--- config.mk ---
export PLATFORM = sky130hd
export DESIGN_NAME = gpc_peak_eval
export DESIGN_NICKNAME = d
export VERILOG_FILES = /design/src/rtl/grid_peak_counter_assert.svh /design/src/rtl/gpc_pkg.sv /design/src/rtl/gpc_peak_eval.sv
export SDC_FILE = /design/constraint.sdc
export NUM_CORES = 1
export LEC_CHECK = 0
export ABC_AREA = 1
export CAP_MARGIN = 10
export CELL_PAD_IN_SITES_DETAIL_PLACEMENT = 1
export CELL_PAD_IN_SITES_GLOBAL_PLACEMENT = 1
export CORE_AREA = 2 2 66 131
export CTS_BUF_LIST = sky130_fd_sc_hd__clkbuf_4
export DETAILED_ROUTE_END_ITERATION = 10
export DIE_AREA = 0 0 68 133
export DONT_BUFFER_PORTS = 1
export PLACE_DENSITY = 0.95
export REMOVE_ABC_BUFFERS = 1
export SLEW_MARGIN = 20
export SYNTH_ARGS = -nofsm -noshare
export SYNTH_HDL_FRONTEND = slang
export SYNTH_SLANG_ARGS = --single-unit
--- constraint.sdc ---
create_clock -name clock -period 7.1 [get_ports clock]
set_clock_uncertainty 0.2 [all_clocks]
set_input_delay 2.13 -clock clock [delete_from_list [all_inputs] [get_ports clock]]
set_output_delay 2.13 -clock clock [all_outputs]
set_load 0.02 [all_outputs]
--- src/rtl/grid_peak_counter_assert.svh ---
// assertion macros for the grid peak counter
// no dependencies; included by the top level
`ifndef GRID_PEAK_COUNTER_ASSERT_SVH
`define GRID_PEAK_COUNTER_ASSERT_SVH
`ifndef SYNTHESIS
`define GPC_ASSERT_SAME(lbl, clk, rst, ante, cons) \
   lbl: assert property (@(posedge clk) disable iff (rst) (ante) |-> (cons)) \
      else $error("grid_peak_counter check failed");
`define GPC_ASSERT_NEXT(lbl, clk, rst, ante, cons) \
   lbl: assert property (@(posedge clk) disable iff (rst) (ante) |=> (cons)) \
      else $error("grid_peak_counter check failed");
`else
`define GPC_ASSERT_SAME(lbl, clk, rst, ante, cons)
`define GPC_ASSERT_NEXT(lbl, clk, rst, ante, cons)
`endif
`endif

--- src/rtl/gpc_pkg.sv ---
// shared types, constants and helpers for the grid peak counter
// no dependencies
package gpc_pkg;
   localparam int MAX_ROWS_DEF = 16;
   localparam int MAX_COLS_DEF = 1024;
   localparam int HEIGHT_W = 31;
   localparam int COUNT_W = 15;
   localparam int OPCODE_W = 2;
   localparam int ROW_W = 4;
   localparam int COL_W = 10;
   localparam int ROWS_CFG_W = 5;
   localparam int COLS_CFG_W = 11;
   localparam int CSR_IDX_W = 1;
   localparam int CSR_DATA_W = 11;
   localparam int GR_W = 6;
   localparam int GC_W = 12;
   localparam int RC_W = 7;
   localparam int CC_W = 13;

   localparam logic [OPCODE_W-1:0] OP_LOAD = 2'd0;
   localparam logic [OPCODE_W-1:0] OP_RECOUNT = 2'd1;
   localparam logic [OPCODE_W-1:0] OP_UPDATE = 2'd2;

   localparam logic [CSR_IDX_W-1:0] CSR_ROWS = 1'b0;
   localparam logic [CSR_IDX_W-1:0] CSR_COLS = 1'b1;

   localparam logic [ROWS_CFG_W-1:0] ROWS_RESET = 5'd16;
   localparam logic [COLS_CFG_W-1:0] COLS_RESET = 11'd1024;

   typedef struct packed {
      logic start;
      logic signed [RC_W-1:0] row;
      logic signed [CC_W-1:0] col;
   } gpc_eval_req_type;

   typedef struct packed {
      logic done;
      logic peak;
   } gpc_eval_res_type;

   function automatic logic gpc_in_grid(logic signed [RC_W-1:0] r,
                                        logic signed [CC_W-1:0] c,
                                        logic [GR_W-1:0] gr,
                                        logic [GC_W-1:0] gc);
      logic r_ok;
      logic c_ok;
      r_ok = !r[RC_W-1] && (r < signed'({1'b0, gr}));
      c_ok = !c[CC_W-1] && (c < signed'({1'b0, gc}));
      return r_ok && c_ok;
   endfunction
endpackage

--- src/rtl/gpc_peak_eval.sv ---
// peak test of one cell: reads the cell and its four neighbors in turn
// depends on gpc_pkg
module gpc_peak_eval #(
   parameter int MAX_COLS = 1024,
   parameter int AW = 14
) (
   input  logic                          clock,
   input  logic                          reset,
   input  gpc_pkg::gpc_eval_req_type     req,
   input  logic [gpc_pkg::GR_W-1:0]      grid_rows,
   input  logic [gpc_pkg::GC_W-1:0]      grid_cols,
   input  logic [gpc_pkg::HEIGHT_W-1:0]  rd_data,
   output logic                          rd_en,
   output logic [AW-1:0]                 rd_addr,
   output gpc_pkg::gpc_eval_res_type     res
);
   import gpc_pkg::*;

   logic busy_ff, busy_in;
   logic [2:0] step_ff, step_in;
   logic signed [RC_W-1:0] row_ff, row_in;
   logic signed [CC_W-1:0] col_ff, col_in;
   logic prev_in_ff, prev_in_in;
   logic center_in_ff, center_in_in;
   logic [HEIGHT_W-1:0] center_h_ff, center_h_in;
   logic ok_ff, ok_in;
   logic signed [RC_W-1:0] nb_row;
   logic signed [CC_W-1:0] nb_col;
   logic nb_in;
   logic higher;

   always_comb begin
      nb_row = row_ff;
      nb_col = col_ff;
      unique case (step_ff)
         3'd1: nb_row = row_ff - RC_W'(1);
         3'd2: nb_row = row_ff + RC_W'(1);
         3'd3: nb_col = col_ff - CC_W'(1);
         3'd4: nb_col = col_ff + CC_W'(1);
         default: ;
      endcase
   end

   assign nb_in = gpc_in_grid(nb_row, nb_col, grid_rows, grid_cols);
   assign rd_en = busy_ff && (step_ff <= 3'd4) && nb_in;
   assign rd_addr = AW'(32'(nb_row[RC_W-2:0]) * 32'(MAX_COLS) + 32'(nb_col[CC_W-2:0]));
   assign higher = prev_in_ff && (rd_data > center_h_ff);

   always_comb begin
      busy_in = busy_ff;
      step_in = step_ff;
      row_in = row_ff;
      col_in = col_ff;
      prev_in_in = prev_in_ff;
      center_in_in = center_in_ff;
      center_h_in = center_h_ff;
      ok_in = ok_ff;
      res.done = 1'b0;
      res.peak = 1'b0;
      if (!busy_ff) begin
         if (req.start) begin
            busy_in = 1'b1;
            step_in = 3'd0;
            row_in = req.row;
            col_in = req.col;
            ok_in = 1'b1;
         end
      end else begin
         prev_in_in = nb_in;
         if (step_ff == 3'd1) begin
            center_in_in = prev_in_ff;
            center_h_in = rd_data;
         end else if (step_ff != 3'd0 && higher) begin
            ok_in = 1'b0;
         end
         if (step_ff == 3'd5) begin
            busy_in = 1'b0;
            res.done = 1'b1;
            res.peak = center_in_ff && ok_ff && !higher;
         end else begin
            step_in = step_ff + 3'd1;
         end
      end
   end

   always_ff @(posedge clock) begin
      if (reset) begin
         busy_ff <= 1'b0;
         step_ff <= 3'd0;
      end else begin
         busy_ff <= busy_in;
         step_ff <= step_in;
      end
      row_ff <= row_in;
      col_ff <= col_in;
      prev_in_ff <= prev_in_in;
      center_in_ff <= center_in_in;
      center_h_ff <= center_h_in;
      ok_ff <= ok_in;
   end
endmodule

==> flow_metrics.env, run 1 <==
export IMPL_status="finished, final reports clean"
export IMPL_ys_async_sr_fraction_pct=0
export IMPL_die_area_mm2=0.00904
export IMPL_path_clk_slew_ns=0.09
export IMPL_powerDensity_mw_per_mm2=178
export IMPL_die_w_um=68
export IMPL_yosysMostFrequentCell="nand2_1"
export IMPL_gp_congestion=0.863
export IMPL_cts_root_buffer="clkbuf_4"
export IMPL_cts_buffers=9
export IMPL_rr_worst_depth=19
export IMPL_crit_arrival_ns=4.34
export IMPL_ys_seq_area_share_pct=40.0
export IMPL_cp_cell_sequence="inv_1, ha_1, nand2_1, ha_1, a21oi_1, nand2_1, nand2_1, o211ai_1, a21oi_1, xor2_1, a21oi_1, ha_1, nand2_1, inv_1, nand4_1, nand3_1, nor2_1"
export IMPL_rows=47
export IMPL_ys_warn_count=0
export IMPL_fin_setup_tns_ns=0
export IMPL_num_fill_cells=971
export IMPL_firstDrtPassIters=4
export IMPL_period_share_pct=93.9
export IMPL_critPathLaunchType="flip-flop"
export IMPL_drv_slew=0
export IMPL_max_stage_delay_ns=0.48
export IMPL_setup_viol=0
export IMPL_netlist_instances=476
export IMPL_crit_start="step_ff[0]"
export IMPL_grt_setup_unrepaired="false"
export IMPL_antenna_found_initial=1
export IMPL_fmax_ghz=0.150
export IMPL_synth_edf_count=54
export IMPL_grt_pass1_vias=3464
export IMPL_period_needed_ns=6.67
export IMPL_routedWlPerCell_um=15.7
export IMPL_cp_end_kind="output pin"
export IMPL_crit_reg2reg_launch="step_ff[0]"
export IMPL_critical_path_class="flip-flop to output pin"
export IMPL_clk_latency_ns=0.42
export IMPL_ios=89
export IMPL_avgSynthCellArea_um2=8.95
export IMPL_required_ns=4.77
export IMPL_cts_hold_buf=0
export IMPL_vias_per_cell=5.47
export IMPL_drt_total_wl_um=9320
export IMPL_ys_dominant_reg_cell="edfxtp_1"
export IMPL_hp_class="flip-flop to flip-flop"
export IMPL_fin_nets=634
export IMPL_netlist_area_leader_share_pct=38.1
export IMPL_ys_ff_latch=58
export IMPL_worst_slew_margin_rel_pct=56.8
export IMPL_drive_above_1_share_pct=6.29
export IMPL_synth_common_cells="nand2_1 (93), inv_1 (86), ha_1 (71)"
export IMPL_ir_worst_vdd_mv=0.162
export IMPL_cts_sinks=58
export IMPL_antenna_left=0
export IMPL_netlist_top_cells_area="edfxtp_1 (38%), ha_1 (21%), nand2_1 (8.2%)"
export IMPL_cpMostUsedCell="nand2_1"
export IMPL_portBuffers=0
export IMPL_crit_fanout=15
export IMPL_r2r_end="prev_in_ff"
export IMPL_dieHeight_um=133
export IMPL_hold_violations=0
export IMPL_cts_tree="done"
export IMPL_post_cts_resized=0
export IMPL_drt_iter0_markers=88
export IMPL_cp_slowest_cell="a21oi_1"
export IMPL_grt_total_usage_pct=22.3
export IMPL_synth_cell_area_mm2=0.00426
export IMPL_max_cap_violations=0
export IMPL_yosys_area_top_type="edfxtp_1"
export IMPL_coreArea_mm2=0.00812
export IMPL_cts_setup_buffers=0
export IMPL_start_util_pct=52.5
export IMPL_grt_start_max_net_pins=33
export IMPL_tightest_slew_ns=0.646
export IMPL_grt_pass1_wl_um=15000
export IMPL_rrSetupSlack_ns=3.05
export IMPL_yosysUniqueCellTypes=37
export IMPL_dp_hpwl_um=7600
export IMPL_post_route_util_pct=55.8
export IMPL_vias=3237
export IMPL_drc=0
export IMPL_syn2layout_area_growth_pct=6.38
export IMPL_htreeDepth=3
export IMPL_clock_path_buffers=2
export IMPL_p_leak_uw=0.00216
export IMPL_grt_ovfl_total=0
export IMPL_critPathCapture="rd_en"
-- cell type report --
cell class	instances	area, um2	share of cell area (%)
clock inverter	6	57.6	1.27
sequential	58	1700	37.6
antenna	1	2.50	0.0552
clock buffer	10	75.1	1.66
multi-input combinational	327	2210	48.7
timing repair buffer	4	30.0	0.663
tap	98	123	2.71
inverter	88	333	7.35
-- worst min path at each step --
| stage | startpoint | to | slack [ns] | cells past startpoint |
|---|---|---|---|---|
| finish | prev_in_ff | center_in_ff | 0.27 | 0 |
| global route | prev_in_ff | center_in_ff | 0.28 | 0 |
| CTS | prev_in_ff | center_in_ff | 0.26 | 0 |
| detailed placement | prev_in_ff | center_in_ff | 0.25 | 0 |
| global placement | prev_in_ff | center_in_ff | 0.24 | 0 |
| floorplan | prev_in_ff | center_in_ff | 0.22 | 0 |
-- power by group --
part / switching, uW / total (uW) / internal, uW
Combinational: 111 / 176 / 64.5
Clock: 124 / 232 / 108
Sequential: 9.23 / 400 / 391
-- state kept, by name (all words and copies together) (netlist names) --
signal	count
step_ff	3
center_in_ff	1
center_h_ff	31
prev_in_ff	1
row_ff	7
col_ff	13
ok_ff	1
busy_ff	1
-- cells by family (layout without fill, tap and decap cells) --
| group | after synthesis | after routing | synth area share, % |
|---|---|---|---|
| AND/OR/NAND/NOR | 155 | 155 | 15.5 |
| multiplexers | 1 | 1 | 0.235 |
| buffers and inverters | 91 | 108 | 8.43 |
| other | 0 | 1 | 0 |
| flip-flops | 58 | 58 | 40.0 |
| AO/OA/AOI/OAI | 82 | 82 | 10.5 |
| XOR/XNOR | 15 | 15 | 3.09 |
| adder cells (fa/ha/maj) | 74 | 74 | 22.3 |
-- cell usage in the layout (no fill, tap or decap), types with 3 or more instances in the layout --
| cell type | instances |
|---|---|
| o211ai_1 | 3 |
| dfxtp_1 | 4 |
| xnor2_1 | 7 |
| xor2_1 | 8 |
| nor2_1 | 23 |
| ha_1 | 71 |
| a21oi_1 | 46 |
| or2_2 | 3 |
| o21ai_0 | 20 |
| edfxtp_1 | 54 |
| nand4_1 | 4 |
| fa_1 | 3 |
| nand3_1 | 20 |
| inv_1 | 86 |
| nand2_1 | 93 |
| buf_4 | 4 |
| clkbuf_4 | 10 |
-- worst max-delay path, delay by kind of cell (launching register included) --
kind | cells | cell delay, ns
AO/OA/AOI/OAI | 4 | 1.04
flip-flops | 1 | 0.42
adder cells (fa/ha/maj) | 3 | 0.97
XOR/XNOR | 1 | 0.08
AND/OR/NAND/NOR | 7 | 1.29
buffers and inverters | 2 | 0.14
-- routing by layer --
layer	track usage, %	vias to the layer above	wire length, um
li1	-	1620	-
met5	0	-	0
met4	8.33	0	212
met2	39.9	87	5050
met3	7.14	19	575
met1	23.1	1511	3490
-- stage by stage --
step	power [uW]	hold slack, ns	setup WS, ns	cell area [um2]	instances
final	808	0.270	0.434	4530	592
after global routing	853	0.280	0.0320	4530	592
after CTS	819	0.265	0.381	4520	591
after detailed placement	584	0.248	0.865	4390	575
after global placement	572	0.238	1.01	4390	575
after floorplan	542	0.219	1.37	4230	473
Power figures use the tool's default switching activity.
==> run 2: changes to the inputs <==
--- a/config.mk
+++ b/config.mk
@@ -9,12 +9,12 @@
 export CAP_MARGIN = 10
 export CELL_PAD_IN_SITES_DETAIL_PLACEMENT = 1
 export CELL_PAD_IN_SITES_GLOBAL_PLACEMENT = 1
-export CORE_AREA = 2 2 66 131
+export CORE_AREA = 2 2 72 143
 export CTS_BUF_LIST = sky130_fd_sc_hd__clkbuf_4
 export DETAILED_ROUTE_END_ITERATION = 10
-export DIE_AREA = 0 0 68 133
+export DIE_AREA = 0 0 74 145
 export DONT_BUFFER_PORTS = 1
-export PLACE_DENSITY = 0.95
+export PLACE_DENSITY = 0.86
 export REMOVE_ABC_BUFFERS = 1
 export SLEW_MARGIN = 20
 export SYNTH_ARGS = -nofsm -noshare
==> constraint.sdc (replaced) <==
create_clock -name clock -period 5.63 [get_ports clock]
set_clock_uncertainty 0.2 [all_clocks]
set_input_delay 1.689 -clock clock [delete_from_list [all_inputs] [get_ports clock]]
set_output_delay 1.689 -clock clock [all_outputs]
set_load 0.1 [all_outputs]
==> flow_metrics.env, run 2 (synthesized netlist as in run 1, its figures left out) <==
export IMPL_portBuffers=0
export IMPL_routedWlPerCell_um=17.4
export IMPL_crit_reg2reg_launch="step_ff[0]"
export IMPL_grt_total_usage_pct=21.3
export IMPL_die_area_mm2=0.0107
export IMPL_intPower_uw=766
export IMPL_drc=0
export IMPL_pwr_share_clk_pct=25.3
export IMPL_sw_frac_of_total_pct=36.4
export IMPL_top_regs="center_h_ff (31), col_ff (13), row_ff (7)"
export IMPL_drive_above_1_share_pct=20.9
export IMPL_drv_slew=0
export IMPL_clk_latency_ns=0.41
export IMPL_rows=51
export IMPL_period_needed_ns=5.49
export IMPL_powerDensity_mw_per_mm2=235
export IMPL_crit_fanout=5
export IMPL_required_ns=3.74
export IMPL_cp_slowest_cell="dfxtp_4"
export IMPL_firstDrtPassIters=4
export IMPL_vias=3443
export IMPL_ir_worst_vdd_mv=0.159
export IMPL_fmax_ghz=0.182
export IMPL_period_share_pct=97.5
export IMPL_max_cap_violations=0
export IMPL_gp_congestion=0.856
export IMPL_grt_setup_unrepaired="true"
export IMPL_grt_pass1_vias=3840
export IMPL_syn2layout_area_growth_pct=20.2
export IMPL_max_stage_delay_ns=0.38
export IMPL_rrSetupSlack_ns=2.14
export IMPL_setup_viol=0
export IMPL_whs_path_depth=1
export IMPL_hold_path_startpoint="step_ff[0]"
export IMPL_antenna_left=0
export IMPL_dp_hpwl_um=8730
export IMPL_die_w_um=74
export IMPL_fin_nets=657
export IMPL_cts_root_buffer="clkbuf_4"
export IMPL_seqPwrFrac_pct=42.1
export IMPL_htreeDepth=3
export IMPL_ios=89
export IMPL_worst_slew_margin_rel_pct=38.4
export IMPL_p_sw_uw=439
export IMPL_hp_class="flip-flop to flip-flop"
export IMPL_grt_pass1_wl_um=17400
export IMPL_r2r_end="prev_in_ff"
export IMPL_p_leak_uw=0.00235
export IMPL_cts_tree="done"
export IMPL_cpMostUsedCell="nand2_1"
export IMPL_num_fill_cells=1120
export IMPL_vias_per_cell=5.30
export IMPL_p_comb_share_pct=32.6
export IMPL_status="finished, final reports clean"
export IMPL_mostFrequentLayoutCell="nand2_1"
export IMPL_min_to="step_ff[0]"
export IMPL_drt_total_wl_um=11300
export IMPL_cts_buffers=9
export IMPL_start_util_pct=44.2
export IMPL_coreArea_mm2=0.00964
export IMPL_dp_cells=625
export IMPL_cts_sinks=58
export IMPL_mostFrequentLayoutCells="nand2_1 (86), inv_1 (83), ha_1 (62)"
export IMPL_tightest_slew_ns=0.921
export IMPL_antenna_found_initial=2
export IMPL_crit_arrival_ns=3.60
export IMPL_clock_path_buffers=2
export IMPL_critical_path_class="flip-flop to output pin"
export IMPL_final_cells=650
export IMPL_path_clk_slew_ns=0.11
export IMPL_grt_start_max_net_pins=33
export IMPL_cp_end_kind="output pin"
export IMPL_critPathLaunchType="flip-flop"
export IMPL_post_route_util_pct=53.1
export IMPL_cp_cell_sequence="inv_2, ha_4, nand2_4, buf_8, ha_4, a21oi_4, nand2_2, nand2_1, o211ai_1, xor2_1, mux2i_1, inv_1, ha_1, nand2_1, o21ai_1, inv_1, nand2_1, nand4_1, nand3_2, nor2_4, buf_12"
export IMPL_regMostFlops="center_h_ff"
export IMPL_rr_worst_depth=20
export IMPL_grt_ovfl_total=0
export IMPL_hold_violations=0
export IMPL_drt_iter0_markers=73
export IMPL_dieHeight_um=145
export IMPL_largest_reg_flops=31
[run 2: changes by cell type in the layout (fill, tap and decap cells not counted), sizes merged]
cell	delta
buf	+23
diode	+1
[run 2: through the flow]
stage	setup slack [ns]	setup TNS (ns)	instance area [um2]	total power [uW]	hold WS, ns
4_1_cts	0.00160	0	4900	1190	0.300
3_5_place_dp	0.242	0	4660	875	0.258
2_1_floorplan	-2.45	-4.09	4230	768	0.219
3_3_place_gp	0.384	0	4660	857	0.274
6_report	0.140	0	5120	1200	0.294
5_1_grt	-0.0907	-0.123	5120	1270	0.319
[run 2: timing repair]
item / in CTS / in global routing
cloned: 1 / 0
hold buffers: 0 / 0
gates resized for setup: 18 / 44
endpoints found under the setup margin: 4 / 4
buffers inserted: 1 / 5
pin swaps: 4 / 14
[run 2: cell type report]
class | count | area, um2 | share of cell area [%]
clock inverters | 6 | 58.8 | 1.15
flip-flops and latches | 58 | 1710 | 33.3
repair buffers | 27 | 273 | 5.33
well taps | 132 | 165 | 3.23
inverters | 88 | 333 | 6.50
clock buffers | 10 | 75.1 | 1.47
multi-input cells | 327 | 2500 | 48.9
diodes | 2 | 5.00 | 0.0978
[run 2: power groups by stage]
stage | combinational [uW] | sequential (uW) | clock (uW)
6_report | 393 | 507 | 305
2_1_floorplan | 257 | 511 | 0
3_3_place_gp | 342 | 514 | 0
3_5_place_dp | 359 | 515 | 0
4_1_cts | 368 | 507 | 318
5_1_grt | 427 | 510 | 331
[run 2: layer usage]
metal	up-vias	share of wire [%]	GRT usage (%)
met5	-	0	0
met4	0	4.2	9.91
met3	40	3.8	5.00
met2	93	59	41.1
met1	1642	33	19.2
li1	1668	-	-
[run 2: critical path: cells and delay by family, from the launching register on]
family / cells / cell delay, ns
DFF: 1 / 0.38
muxes: 1 / 0.15
xor gates and xnor gates: 1 / 0.22
buffers and inverters: 5 / 0.55
adders and majority gates: 3 / 0.67
AOI/OAI and AO/OA: 3 / 0.45
and+or+nand+nor: 8 / 0.77
[run 2: how the worst max path moves through the flow]
stage               startpoint    end  depth (start not counted)  slack [ns]
floorplan           step_ff[0]  rd_en                         18       -2.45
global placement    step_ff[0]  rd_en                         21        0.38
detailed placement  step_ff[0]  rd_en                         21        0.24
CTS                 step_ff[0]  rd_en                         21       0.002
global route        step_ff[0]  rd_en                         21       -0.09
finish              step_ff[0]  rd_en                         21        0.14
==> run 3: changes to the inputs <==
--- a/config.mk
+++ b/config.mk
@@ -10,10 +10,11 @@
 export CELL_PAD_IN_SITES_DETAIL_PLACEMENT = 1
 export CELL_PAD_IN_SITES_GLOBAL_PLACEMENT = 1
 export CORE_AREA = 2 2 72 143
-export CTS_BUF_LIST = sky130_fd_sc_hd__clkbuf_4
+export CTS_BUF_LIST = sky130_fd_sc_hd__clkbuf_8
 export DETAILED_ROUTE_END_ITERATION = 10
 export DIE_AREA = 0 0 74 145
 export DONT_BUFFER_PORTS = 1
+export MAX_ROUTING_LAYER = met4
 export PLACE_DENSITY = 0.86
 export REMOVE_ABC_BUFFERS = 1
 export SLEW_MARGIN = 20
==> flow_metrics.env, run 3 (synthesized netlist as in run 1, its figures left out) <==
export IMPL_drv_slew=0
export IMPL_worst_slew_margin_rel_pct=39.3
export IMPL_cts_sinks=58
export IMPL_final_cells=647
export IMPL_routed_wl_met3_um=400
export IMPL_required_ns=3.74
export IMPL_ir_worst_vdd_mv=0.220
export IMPL_status="finished, final reports clean"
export IMPL_drive_above_1_share_pct=18.8
export IMPL_mostFrequentLayoutCell="nand2_1"
export IMPL_hp_class="flip-flop to flip-flop"
export IMPL_fin_nets=656
export IMPL_hold_path_startpoint="step_ff[0]"
export IMPL_post_route_util_pct=53.9
export IMPL_powerDensity_mw_per_mm2=274
export IMPL_regMostFlops="center_h_ff"
export IMPL_place_ws_ns=0.248
export IMPL_drc=0
export IMPL_ios=89
export IMPL_mostFrequentLayoutCells="nand2_1 (87), inv_1 (86), ha_1 (64)"
export IMPL_cp_end_kind="output pin"
export IMPL_path_clk_slew_ns=0.07
export IMPL_grt_total_usage_pct=22.7
export IMPL_cts_tree="done"
export IMPL_clk_latency_ns=0.34
export IMPL_largest_reg_flops=31
export IMPL_clock_path_buffers=2
export IMPL_period_share_pct=99.4
export IMPL_portBuffers=0
export IMPL_die_area_mm2=0.0107
export IMPL_antenna_found_initial=0
export IMPL_routed_top_layer="met4"
export IMPL_critPathLaunchType="flip-flop"
export IMPL_gp_congestion=0.860
export IMPL_drt_iter0_markers=76
export IMPL_drt_met1_wl_um=3630
export IMPL_period_needed_ns=5.59
export IMPL_p_leak_uw=0.00239
export IMPL_drt_total_wl_um=11400
export IMPL_antenna_left=0
export IMPL_fmax_ghz=0.179
export IMPL_crit_reg2reg_launch="step_ff[0]"
export IMPL_dp_cells=625
export IMPL_cts_hold_buf=0
export IMPL_top_regs="center_h_ff (31), col_ff (13), row_ff (7)"
export IMPL_worst_slack_ns=0.0359
export IMPL_grt_pass1_wl_um=18000
export IMPL_dr_wl_met2_um=6940
export IMPL_critical_path_class="flip-flop to output pin"
export IMPL_dp_hpwl_um=9090
export IMPL_n_antenna_cell=0
export IMPL_coreArea_mm2=0.00964
export IMPL_start_util_pct=44.2
export IMPL_grt_ovfl_total=0
export IMPL_die_w_um=74
export IMPL_htreeDepth=3
export IMPL_vias=3421
export IMPL_crit_arrival_ns=3.71
export IMPL_vias_per_cell=5.29
export IMPL_cts_root_buffer="clkbuf_8"
export IMPL_hold_violations=0
export IMPL_grt_pass1_vias=3988
export IMPL_crit_fanout=5
export IMPL_rows=51
export IMPL_tightest_slew_ns=0.908
export IMPL_setup_viol=0
export IMPL_dieHeight_um=145
export IMPL_max_cap_violations=0
export IMPL_grt_start_max_net_pins=33
export IMPL_routedWlPerCell_um=17.6
export IMPL_timing_hold_ws_ns=0.277
export IMPL_crit_start="step_ff[0]"
export IMPL_syn2layout_area_growth_pct=22.0
export IMPL_firstDrtPassIters=4
export IMPL_cts_buffers=9
-- run 3: per-layer routing --
layer | track usage, % | vias to the layer above
met3 | 4.31 | 32
met4 | 11.1 | 0
li1 | - | 1657
met1 | 19.8 | 1653
met5 | - | -
met2 | 43.2 | 79
-- run 3: metrics by stage --
| stage | cell area, um2 | total power, uW | TNS [ns] |
|---|---|---|---|
| floorplan | 4230 | 768 | -4.09 |
| global placement | 4660 | 859 | 0 |
| detailed placement | 4660 | 877 | 0 |
| CTS | 4990 | 1420 | 0 |
| global route | 5190 | 1490 | -0.105 |
| finish | 5190 | 1420 | 0 |
-- run 3: final timing paths --
| path | to | slack (ns) | cells after the start |
|---|---|---|---|
| max | rd_en | 0.04 | 21 |
| min | step_ff[0] | 0.28 | 1 |
| max reg2reg | prev_in_ff | 1.86 | 21 |
| min reg2reg | step_ff[0] | 0.28 | 1 |
-- run 3: repair_timing --
item                                    in CTS  in global routing
gates cloned                                 1                  0
pin swaps                                    2                 13
gates resized for setup                     11                 35
buffers inserted                             1                  4
endpoints found under the setup margin       4                  4
-- run 3: area by class of cell --
| class | instances | area (um2) |
|---|---|---|
| fillers | 1101 | 4440 |
| multi-input cells | 327 | 2450 |
| flip-flops and latches | 58 | 1710 |
| inverters | 88 | 333 |
| repair buffers | 26 | 263 |
| well taps | 132 | 165 |
| clock inverters | 7 | 146 |
| clock buffers | 9 | 124 |
-- run 3: critical path, cell delays in order (launching register included) --
cell      delay (ns)
dfxtp_4         0.36
inv_1           0.08
ha_2            0.19
nand2_2         0.09
buf_2           0.18
ha_1            0.28
nand3_1         0.13
nand2_2         0.08
nand2_1         0.07
o211ai_1        0.22
xor2_1          0.24
mux2i_1         0.18
inv_1           0.09
ha_1            0.28
nand2_1         0.08
o21ai_1         0.20
inv_1           0.09
nand2_1         0.10
nand4_1         0.10
nand3_2         0.13
nor2_4          0.04
buf_12          0.16
-- run 3: power breakdown --
group,switching [uW],internal [uW]
clock,187,344
sequential,13.9,493
combinational,255,131
total,456,968
